### src/rtl/core/hht_pkg.sv
// ----------------------------------------------------------------------------
// hht_pkg
// Shared widths, constants, controller states and the command and status
// structs of the hop health tracker.
// ----------------------------------------------------------------------------
package hht_pkg;

  localparam int unsigned NODES_DEF = 64;

  // Field widths.
  localparam int SLOT_W  = 6;
  localparam int RTT_W   = 24;
  localparam int CNT_W   = 16;
  localparam int INST_W  = 17;
  localparam int Q16_W   = 17;
  localparam int JIT_W   = 32;
  localparam int SLOT_SPAN = 1 << SLOT_W;

  // One slot of the health table: received count, RTT, jitter, loss.
  localparam int ENTRY_W = CNT_W + RTT_W + JIT_W + Q16_W;

  localparam logic [Q16_W-1:0] Q16_ONE  = 17'h10000;
  // RTT and jitter values at which their score factors reach 1.0.
  localparam logic [RTT_W-1:0] RTT_FULL = 24'd200000;
  localparam logic [JIT_W-1:0] JIT_FULL = 32'd25600000;

  // Both factors reduce to x / 3125 with x = rtt * 1024 or x = jitter * 8.
  localparam int unsigned FACTOR_DIV = 3125;
  localparam int FACTOR_XW  = 28;
  localparam int unsigned SCORE_DIV  = 100;
  localparam int SUM_W      = 23;

  localparam logic [SUM_W-1:0] W_LOSS = 23'd50;
  localparam logic [SUM_W-1:0] W_RTT  = 23'd20;
  localparam logic [SUM_W-1:0] W_JIT  = 23'd15;
  localparam logic [SUM_W-1:0] W_INST = 23'd15;

  // Jitter average: (4 * old + 256 * delta) / 5, divided as two 18-bit
  // halves, the upper half's remainder carried into the lower one.
  localparam int JNUM_W = 36;
  localparam int JLO_W  = 18;
  localparam int JREM_W = 3;
  localparam int JDX_W  = JREM_W + JLO_W;
  localparam int JQ_W   = 18;
  localparam int unsigned JDIV_D = 5;

  // Sequencer step counts.
  localparam int STEP_W = 5;
  localparam logic [STEP_W-1:0] LOSS_LAST  = 5'd15;
  localparam logic [STEP_W-1:0] JHI_LATCH  = 5'd2;
  localparam logic [STEP_W-1:0] JLO_LATCH  = 5'd5;
  localparam logic [STEP_W-1:0] RTT_LATCH  = 5'd3;
  localparam logic [STEP_W-1:0] JIT_LOAD   = 5'd9;
  localparam logic [STEP_W-1:0] JIT_LATCH  = 5'd13;
  localparam logic [STEP_W-1:0] SCORE_WAIT = 5'd2;

  typedef enum logic [2:0] {
    ST_CLEAR,
    ST_IDLE,
    ST_READ,
    ST_DIV,
    ST_SUM,
    ST_SCORE
  } state_t;

  typedef struct packed {
    logic load;
    logic fetch;
    logic div_step;
    logic jhi_latch;
    logic jlo_latch;
    logic rtt_latch;
    logic jit_load;
    logic jit_latch;
    logic sum;
    logic writeback;
    logic out_load;
    logic clear;
  } cmd_t;

  typedef struct packed {
    logic clr_last;
    logic out_free;
  } status_t;

endpackage

### src/rtl/core/hht_ctrl.sv
// ----------------------------------------------------------------------------
// hht_ctrl
// Sequencer: clearing pass, slot read, divider steps, score and result load.
// ----------------------------------------------------------------------------
module hht_ctrl import hht_pkg::*; (
  input  logic    clk,
  input  logic    rst,
  input  logic    in_valid,
  output logic    in_ready,
  input  status_t status,
  output cmd_t    cmd
);

  state_t            st, st_next;
  logic [STEP_W-1:0] cnt, cnt_next;

  always_ff @(posedge clk) begin
    if (rst) begin
      st  <= ST_CLEAR;
      cnt <= '0;
    end else begin
      st  <= st_next;
      cnt <= cnt_next;
    end
  end

  always_comb begin
    st_next  = st;
    cnt_next = cnt;
    in_ready = 1'b0;
    cmd      = '0;
    case (st)
      ST_CLEAR: begin
        cmd.clear = 1'b1;
        if (status.clr_last) begin
          st_next = ST_IDLE;
        end
      end
      ST_IDLE: begin
        in_ready = 1'b1;
        if (in_valid) begin
          cmd.load = 1'b1;
          st_next  = ST_READ;
        end
      end
      ST_READ: begin
        cmd.fetch = 1'b1;
        cnt_next  = '0;
        st_next   = ST_DIV;
      end
      ST_DIV: begin
        // Loss divider runs every step; the jitter average and the two
        // factor divisions are slotted in at fixed steps.
        cmd.div_step  = 1'b1;
        cmd.jhi_latch = (cnt == JHI_LATCH);
        cmd.jlo_latch = (cnt == JLO_LATCH);
        cmd.rtt_latch = (cnt == RTT_LATCH);
        cmd.jit_load  = (cnt == JIT_LOAD);
        cmd.jit_latch = (cnt == JIT_LATCH);
        cnt_next      = cnt + 1'b1;
        if (cnt == LOSS_LAST) begin
          cnt_next = '0;
          st_next  = ST_SUM;
        end
      end
      ST_SUM: begin
        cmd.sum       = 1'b1;
        cmd.writeback = 1'b1;
        cnt_next      = '0;
        st_next       = ST_SCORE;
      end
      ST_SCORE: begin
        if (cnt == SCORE_WAIT) begin
          if (status.out_free) begin
            cmd.out_load = 1'b1;
            st_next      = ST_IDLE;
          end
        end else begin
          cnt_next = cnt + 1'b1;
        end
      end
      default: begin
        st_next = ST_CLEAR;
      end
    endcase
  end

  a_load_free: assert property (@(posedge clk) disable iff (rst)
    cmd.out_load |-> status.out_free)
    else $error("result loaded while the output register is still full");

  a_div_len: assert property (@(posedge clk) disable iff (rst)
    (st == ST_DIV && cnt == LOSS_LAST) |=> (st == ST_SUM))
    else $error("loss division did not end after its last step");

endmodule

### config.mk
export PLATFORM = sky130hd
export DESIGN_NAME = hht_ctrl
export DESIGN_NICKNAME = d
export VERILOG_FILES = /design/src/rtl/core/hht_pkg.sv /design/src/rtl/core/hht_ctrl.sv
export SDC_FILE = /design/constraint.sdc
export NUM_CORES = 1
export LEC_CHECK = 0
export BUFFER_PORTS_ARGS = -buffer_cell sky130_fd_sc_hd__buf_2
export CORE_MARGIN = 2
export CORE_UTILIZATION = 45
export CTS_BUF_LIST = sky130_fd_sc_hd__clkbuf_4
export DETAILED_ROUTE_END_ITERATION = 12
export PLACE_DENSITY_LB_ADDON = 0.2
export SYNTH_ARGS = -nofsm -noshare
export SYNTH_HDL_FRONTEND = slang
export SYNTH_SLANG_ARGS = --single-unit
### constraint.sdc
create_clock -name clk -period 3 [get_ports clk]
set_input_delay 0 -clock clk [delete_from_list [all_inputs] [get_ports clk]]
set_output_delay 0 -clock clk [all_outputs]
set_load 0.05 [all_outputs]
==> results of run 1 <==
worst paths after layout:
| path | start | endpoint |
|---|---|---|
| worst max register to register | cnt[0] | cnt[0] |
| worst min register to register | cnt[0] | cnt[0] |
| worst max-delay path | cnt[0] | cnt[0] |
| worst min-delay path | rst | st[2] |
sequential cells by signal (all words and copies together) (netlist names):
signal,flops
st,3
cnt,5
synth_stat cells (2+ instances only):
master / count
nand3_1: 2
o21ai_1: 2
inv_1: 6
nor3b_1: 2
nand2_1: 8
a21oi_1: 6
nand3b_1: 2
nor2b_1: 2
nand2b_1: 3
ha_1: 5
and3_1: 2
nor2_1: 7
nor4_1: 3
buf_2: 3
a31oi_1: 3
dfxtp_1: 8
nor3_1: 4
critical path, stage by stage, from the launching register on:
cell	delay, ps
dfxtp_1	350
ha_1	240
and3_1	210
ha_1	250
o21bai_1	200
a211oi_1	490
nand3_1	130
a21oi_1	150
cell type report:
type	count	area [um^2]	share of cell area (%)
well taps	15	18.8	2.45
multi-input cells	67	457	59.6
repair buffers	17	85.1	11.1
clock buffers	3	22.5	2.94
inverters	6	22.5	2.94
flip-flops and latches	8	160	20.9
metal layers:
metal	vias up	routed length [um]	track usage, %
li1	341	-	-
met1	304	856	29.4
met2	22	670	27.4
met3	4	73	3.88
met4	0	29	11.3
met5	-	0	0
power groups by stage:
stage	clock network (W)	logic [W]	registers, W
final	0.0000896	0.0000656	0.000125
after floorplan	0	0.0000596	0.000118
after global routing	0.0000966	0.0000710	0.000127
after CTS	0.0000922	0.0000655	0.000124
after detailed placement	0	0.0000653	0.000127
after global placement	0	0.0000648	0.000126
per-stage QoR:
step                worst slack [ps]  total power [W]  hold WS, ps
finish                           915         0.000280         57.3
global route                     780         0.000294         56.4
CTS                              918         0.000282         45.6
detailed placement               956         0.000192          328
global placement                1030         0.000191          317
floorplan                        626         0.000177          219
cell families (layout without fill, tap and decap cells):
family          Yosys count  count (layout)  synth area share, %
simple gates             40              40                 34.4
buf+inv                  12              26                 7.85
compound gates           21              21                 23.2
xor+xnor                  1               1                 1.31
flops                     8               8                 23.9
fa+ha+maj                 5               5                 9.35
==> metrics.txt, run 1 <==
CP Data Arrival Time=around 2300 ps; DR iter-0 viols=10; Worst-Margin Slew=~550 ps; clock buffer count from CTS=3; VDD IR-drop max=approximately 0.23 mV; dpl cells=113; ys flop type=dfxtp_1; Initial Util=a little under 50%; TritonCTS clock tree=yes; Row Count=13; top post-synthesis cells by area=dfxtp_1, ha_1, a21oi_1; root buf cell=clkbuf_4; CTS clock-pin slew for the worst setup and hold paths=approximately 70 ps; CTS Hold Bufs=0; hold path depth=2; final hold viol count=0; vias=approximately 670; CP endpoint kind=register; final core occ=a little under three fifths; Via density=between 5 and 6; Syn Area/Cell=~7.7 um^2; Syn Nets=97; Combinational Power Share=approximately a quarter; Antenna Cells=0; wire length of the first global-routing pass=approximately 2.7 mm; gpl congestion=0.865; Max Cap Viol=0; crit path launch type=register; Net Sw Frac=between 30 and 40%; Clk Latency, worst-skew pair=270 ps; cell taking the most area after synthesis=dfxtp_1; final instance area=about 770 um^2; unrepaired setup endpoints after global routing=false; Worst Reg2Reg Path Length in Cells=7; clock sink count=8; Gate Count Post-Synth=just under 90; initial antenna violation count=0; largest net degree at the start of global routing=19; CP max FO=6; Finished Layout Cells=116; Yosys top cell area share=a little under a quarter; outcome=finished clean; Max H-tree Level=1; Pleak=around 0.32 nW; antenna-violating nets left=0; Tightest Hold Check Type=in -> reg; share of layout cells above drive strength 1=25.7%; Reg power frac=between 40% and 50%; EDFF count, synth=0; Placed Area=~740 um^2; Post-Synthesis Cell Area=~670 um^2; upper clock frequency limit=480 MHz; number of global-route vias before repair=between 500 and 600; clk_skew=~12 ps; IO Count=18; period utilisation layout=a little under 70%; post-DR wirelength/cell=roughly 14 um; Pwr Density=366 nW/um^2; drt first pass iters=4; Clock power frac=approximately a third; Setup TNS Final=0 ps; final worst path period need=~2100 ps; Resize count post-CTS=0; asr flop ratio synth=0%; Reg2Reg Setup Slack=between 900 and 1000 ps; Bufs on Longest Clock Path=2; full die area=1810 um^2; Slew Viols, Final=0; Die X=approximately 43 um; drt drc=0; Total GRT Usage=roughly a fifth; number of buffers added for setup after CTS=0; I/O Buffers=17; Synth cell types=36; Ys Warns=0; Placeable Area=between 1000 and 1500 um^2; Die Span Y=roughly 43 um; # setup viols final=0; total global routing overflow=0; internal power=approximately 0.00018 W; Psw=a little over 0.0001 W; Detailed Place HPWL=1.17 mm; critical path class=reg -> reg; Rel. slew slack=between 60% and 70%; register bit total from synthesis=8; Seq/Total Area, Yosys=23.9%; Required @ worst endpoint=roughly 3200 ps; leading cell type in the layout, fill and taps excluded=buf_2; Filler Cell Count=between 100 and 150; area grow syn2layout=14.4%; most frequent cells in the layout=buf_2, nand2_1, dfxtp_1; fin nets=approximately 110; Post-Route WL=around 1.6 mm
Note: power is estimated with default switching activity, not from simulation.
==> run 2, diff against run 1 <==
==> constraint.sdc (replaced) <==
create_clock -name clk -period 2.07 [get_ports clk]
set_input_delay 0 -clock clk [delete_from_list [all_inputs] [get_ports clk]]
set_output_delay 0 -clock clk [all_outputs]
set_load 0.05 [all_outputs]
==> metrics.txt, run 2 (synthesized netlist as in run 1, its figures left out) <==
outcome=finished clean; post-DR wirelength/cell=14.1 um (+0.58%); total global routing overflow=0 (unchanged); vias=693 (+3.3%); Total GRT Usage=20.3% (+0.053 points); largest net degree at the start of global routing=15 (-4); Finished Layout Cells=120 (+3.4%); multi-input logic area=492 um^2 (+7.7%); number of buffers added for setup after CTS=0 (unchanged); root buf cell=clkbuf_4; Row Count=13 (unchanged); VDD IR-drop max=0.375 mV (+63%); drt drc=0 (unchanged); Antenna Cells=0 (unchanged); CTS clock-pin slew for the worst setup and hold paths=60 ps (about the same); initial antenna violation count=0 (unchanged); gpl congestion=0.784 (-9.5%); CP Data Arrival Time=2130 ps (-140 ps); number of global-route vias before repair=601 (+4.3%); Slew Viols, Final=0 (unchanged); Post-Route WL=1.70 mm (+4.0%); met2 Usage GRT=29.5% (+2.2 points); Bufs on Longest Clock Path=2 (unchanged); dpl cells=117 (+3.5%); Final WS setup=136 ps (-779 ps); period utilisation layout=93.4% (+24 points); final hold viol count=0 (unchanged); full die area=1810 um^2 (unchanged); I/O Buffers=17 (unchanged); total power=0.000414 W (+48%); GR Util met3=2.59% (-1.3 points); Filler Cell Count=129 (unchanged); final core occ=61.5% (+4.8 points); upper clock frequency limit=517 MHz (+7.8%); most frequent cells in the layout=buf_2, nand2_1, dfxtp_1; number of flip-flops in the largest register=5 (unchanged); # setup viols final=0 (unchanged); Max Cap Viol=0 (unchanged); drt first pass iters=6 (+2); Max H-tree Level=1 (unchanged); clock buffer count from CTS=3 (unchanged); share of layout cells above drive strength 1=35.2% (+9.5 points); crit path launch type=register; critical path class=reg -> reg; TritonCTS clock tree=yes; final worst path period need=1930 ps (-151 ps); Worst-Margin Slew=484 ps (-68.0 ps); sequential cell area=160 um^2 (unchanged); unrepaired setup endpoints after global routing=false; area grow syn2layout=24.1%; DR iter-0 viols=13 (+3); Pleak=0.348 nW (+7.8%); Setup TNS Final=0 ps (unchanged); fin nets=117 (+3.5%); clk_skew=0.318 ps (-11.3 ps); antenna-violating nets left=0 (unchanged); clock sink count=8 (unchanged); Detailed Place HPWL=1.28 mm (+9.4%); Placeable Area=1350 um^2 (unchanged); pre-CTS setup slack=135 ps (-821 ps); Die X=42.6 um (unchanged); Biggest register=cnt; Die Span Y=42.6 um (unchanged); Required @ worst endpoint=2260 ps (-930 ps); Via density=5.78 (-0.16%); Pwr Density=498 nW/um^2 (+36%); wire length of the first global-routing pass=2.73 mm (+0.77%); CP endpoint kind=register; Initial Util=49.6% (unchanged); IO Count=18 (unchanged); CP max FO=6 (unchanged); leading cell type in the layout, fill and taps excluded=buf_2; Rel. slew slack=67.7% (+4.5 points); GRT Max-Usage Layer=met2; Tightest Hold Check Type=in -> reg; Largest regs=cnt: 5 flops, st: 3 flops; Clk Latency, worst-skew pair=260 ps (about the same); met1 Resource Use GR=29.3% (-0.15 points)
[run 2: what timing repair did]
item,4_1_cts,5_1_grt
hold buffers,0,0
setup endpoints to repair,0,3
gates resized for setup,0,4
[run 2: worst paths after layout]
| path | from | to | slack (ps) | depth (start not counted) |
|---|---|---|---|---|
| setup / recovery | cnt[0] | cnt[1] | 140 | 8 |
| hold / removal | rst | cnt[4] | 60 | 2 |
| setup reg to reg | cnt[0] | cnt[1] | 140 | 8 |
| hold reg to reg | cnt[0] | cnt[0] | 530 | 2 |
[run 2: critical path, stage by stage (launching register included)]
cell      delay (ps)
dfxtp_1          360
ha_1             250
and3_1           220
ha_2             220
o21bai_1         200
a211oi_2         240
buf_4            160
nand3b_1          70
a21oi_1          150
[run 2: metal layers]
metal,part of all wire [%],up-vias
li1,-,348
met1,50,324
met2,45,19
met3,5.3,2
met4,0.35,0
met5,0,-
[run 2: report_power, final]
| part | switching, W | internal (W) |
|---|---|---|
| Sequential | 0.0000167 | 0.000161 |
| Combinational | 0.0000715 | 0.0000363 |
| Clock | 0.0000613 | 0.0000669 |
[run 2: metrics by stage]
| step | hold slack [ps] | instance area [um^2] |
|---|---|---|
| 2_1_floorplan | 173 | 691 |
| 3_3_place_gp | 317 | 795 |
| 3_5_place_dp | 326 | 795 |
| 4_1_cts | 45.0 | 817 |
| 5_1_grt | 65.1 | 831 |
| 6_report | 61.0 | 831 |
[run 2: area by class of cell]
class                           count  area share (%)
Clock buffer                        3            2.71
Timing Repair Buffer               21            13.9
Tap cell                           15            2.26
Sequential cell                     8            19.3
Inverter                            6            2.71
Multi-Input combinational cell     67            59.2
==> run 3, diff against run 2 <==
--- a/config.mk
+++ b/config.mk
@@ -6,10 +6,10 @@
 export NUM_CORES = 1
 export LEC_CHECK = 0
 export BUFFER_PORTS_ARGS = -buffer_cell sky130_fd_sc_hd__buf_2
-export CORE_MARGIN = 2
-export CORE_UTILIZATION = 45
+export CORE_AREA = 2 2 39 41
 export CTS_BUF_LIST = sky130_fd_sc_hd__clkbuf_4
 export DETAILED_ROUTE_END_ITERATION = 12
+export DIE_AREA = 0 0 41 43
 export PLACE_DENSITY_LB_ADDON = 0.2
 export SYNTH_ARGS = -nofsm -noshare
 export SYNTH_HDL_FRONTEND = slang
==> metrics.txt, run 3 (synthesized netlist as in run 1, its figures left out) <==
outcome=finished clean; CP max FO=6 (unchanged); final instance area=825 um^2 (-0.75%); vias=680 (-1.9%); I/O Buffers=17 (unchanged); CP Data Arrival Time=2190 ps (+60 ps); leading cell type in the layout, fill and taps excluded=buf_2; Bufs on Longest Clock Path=2 (unchanged); GR Util met3=4.71% (+2.1 points); most frequent cells in the layout=buf_2, nand2_1, dfxtp_1; clock buffer count from CTS=3 (unchanged); Die Span Y=43 um (+1.0%); gpl congestion=0.824 (+5.2%); Tightest Hold Check Type=in -> reg; post-DR wirelength/cell=13.5 um (-4.6%); Antenna Cells=0 (unchanged); # setup viols final=0 (unchanged); root buf cell=clkbuf_4; Total GRT Usage=20.3% (-0.038 points); Initial Util=48.4% (-1.2 points); Clk Latency, worst-skew pair=260 ps (about the same); total global routing overflow=0 (unchanged); period utilisation layout=96.6% (+3.2 points); Via density=5.62 (-2.7%); CP endpoint kind=register; antenna-violating nets left=0 (unchanged); full die area=1760 um^2 (-2.7%); Max Cap Viol=0 (unchanged); upper clock frequency limit=500 MHz (-3.3%); Hold Worst Slack=45.7 ps (-15.3 ps); met1 Resource Use GR=27.7% (-1.6 points); crit path launch type=register; Post-Route WL=1.63 mm (-3.8%); final worst path period need=2000 ps (+65.8 ps); GRT Max-Usage Layer=met2; drt drc=0 (unchanged); number of flip-flops in the largest register=5 (unchanged); Pwr Density=499 nW/um^2 (+0.26%); clock sink count=8 (unchanged); share of layout cells above drive strength 1=33.3% (-1.9 points); Biggest register=cnt; VDD IR-drop max=0.279 mV (-26%); drt first pass iters=4 (-2); Reg2Reg Setup Slack=70 ps (-70 ps); wire length of the first global-routing pass=2.39 mm (-13%); largest net degree at the start of global routing=15 (unchanged); DR iter-0 viols=11 (-2); final core occ=59.6% (-2.0 points); number of buffers added for setup after CTS=0 (unchanged); IO Count=18 (unchanged); Worst-Margin Slew=470 ps (-14.1 ps); CTS clock-pin slew for the worst setup and hold paths=60 ps (about the same); Row Count=14 (+1); Placeable Area=1380 um^2 (+2.5%); critical path class=reg -> reg; Max H-tree Level=1 (unchanged); Rel. slew slack=68.6% (+0.94 points); Largest regs=cnt: 5 flops, st: 3 flops; TritonCTS clock tree=yes; Slew Viols, Final=0 (unchanged); Filler Cell Count=144 (+12%); Pleak=0.348 nW (about the same); Required @ worst endpoint=2260 ps (about the same); Die X=41 um (-3.7%); Detailed Place HPWL=1.20 mm (-6.4%); area grow syn2layout=23.2%; number of global-route vias before repair=572 (-4.8%); initial antenna violation count=0 (unchanged); fin nets=117 (unchanged); Placed Area=796 um^2 (+0.16%); met2 Usage GRT=28.7% (-0.79 points); final hold viol count=0 (unchanged); clk_skew=5.78 ps (+5.46 ps)
-- run 3: cell types whose count changed in the layout (fill, tap and decap cells not counted) --
cell	before	now
a211oi_2	1	0
ha_1	4	5
a211oi_1	0	1
ha_2	1	0
-- run 3: layout make-up --
| cell class | count | area [um^2] | share of cell area [%] |
|---|---|---|---|
| Clock buffer | 3 | 22.5 | 2.73 |
| Tap cell | 16 | 20.0 | 2.43 |
| Multi-Input combinational cell | 67 | 484 | 58.7 |
| Timing Repair Buffer | 21 | 115 | 14.0 |
| Inverter | 6 | 22.5 | 2.73 |
| Sequential cell | 8 | 160 | 19.4 |
-- run 3: power by group --
part	internal, W	total, W	leakage (nW)	switching, W
sequential	0.000161	0.000177	0.0652	0.0000156
clock	0.0000669	0.000128	0.0138	0.0000606
combinational	0.0000356	0.000107	0.269	0.0000719
total	0.000264	0.000412	0.348	0.000148
-- run 3: worst max-delay path: stages (launching register included) --
cell,delay [ps]
dfxtp_1,360
ha_1,260
and3_1,210
ha_1,250
o21bai_1,220
a211oi_1,240
buf_4,170
nand3b_1,80
a21oi_1,150
-- run 3: per-layer routing --
metal	vias to the layer above	share of wire [%]	routed length [um]
met5	-	0	0
met4	0	1.2	20
met3	4	4.3	70
met2	14	46	748
met1	317	48	791
li1	345	-	-
-- run 3: final timing paths --
path | from | end | cells after the start
setup reg to reg | cnt[0] | cnt[2] | 8
hold / removal | rst | cnt[1] | 2
hold reg to reg | cnt[0] | cnt[0] | 2
setup / recovery | cnt[0] | cnt[2] | 8
-- run 3: per-stage QoR --
step	setup slack [ps]	total power, W	TNS, ps	instances
finish	70.7	0.000412	0	121
global route	-6.81	0.000430	-11.0	121
floorplan	243	0.000258	0	87
global placement	191	0.000282	0	118
CTS	94.9	0.000412	0	121
detailed placement	122	0.000285	0	118
-- run 3: what timing repair did --
| action | 4_1_cts | 5_1_grt |
|---|---|---|
| resized for setup | 0 | 2 |
| setup endpoints to repair | 0 | 1 |
| hold endpoints to repair | 0 | 0 |
| hold buffers | 0 | 0 |
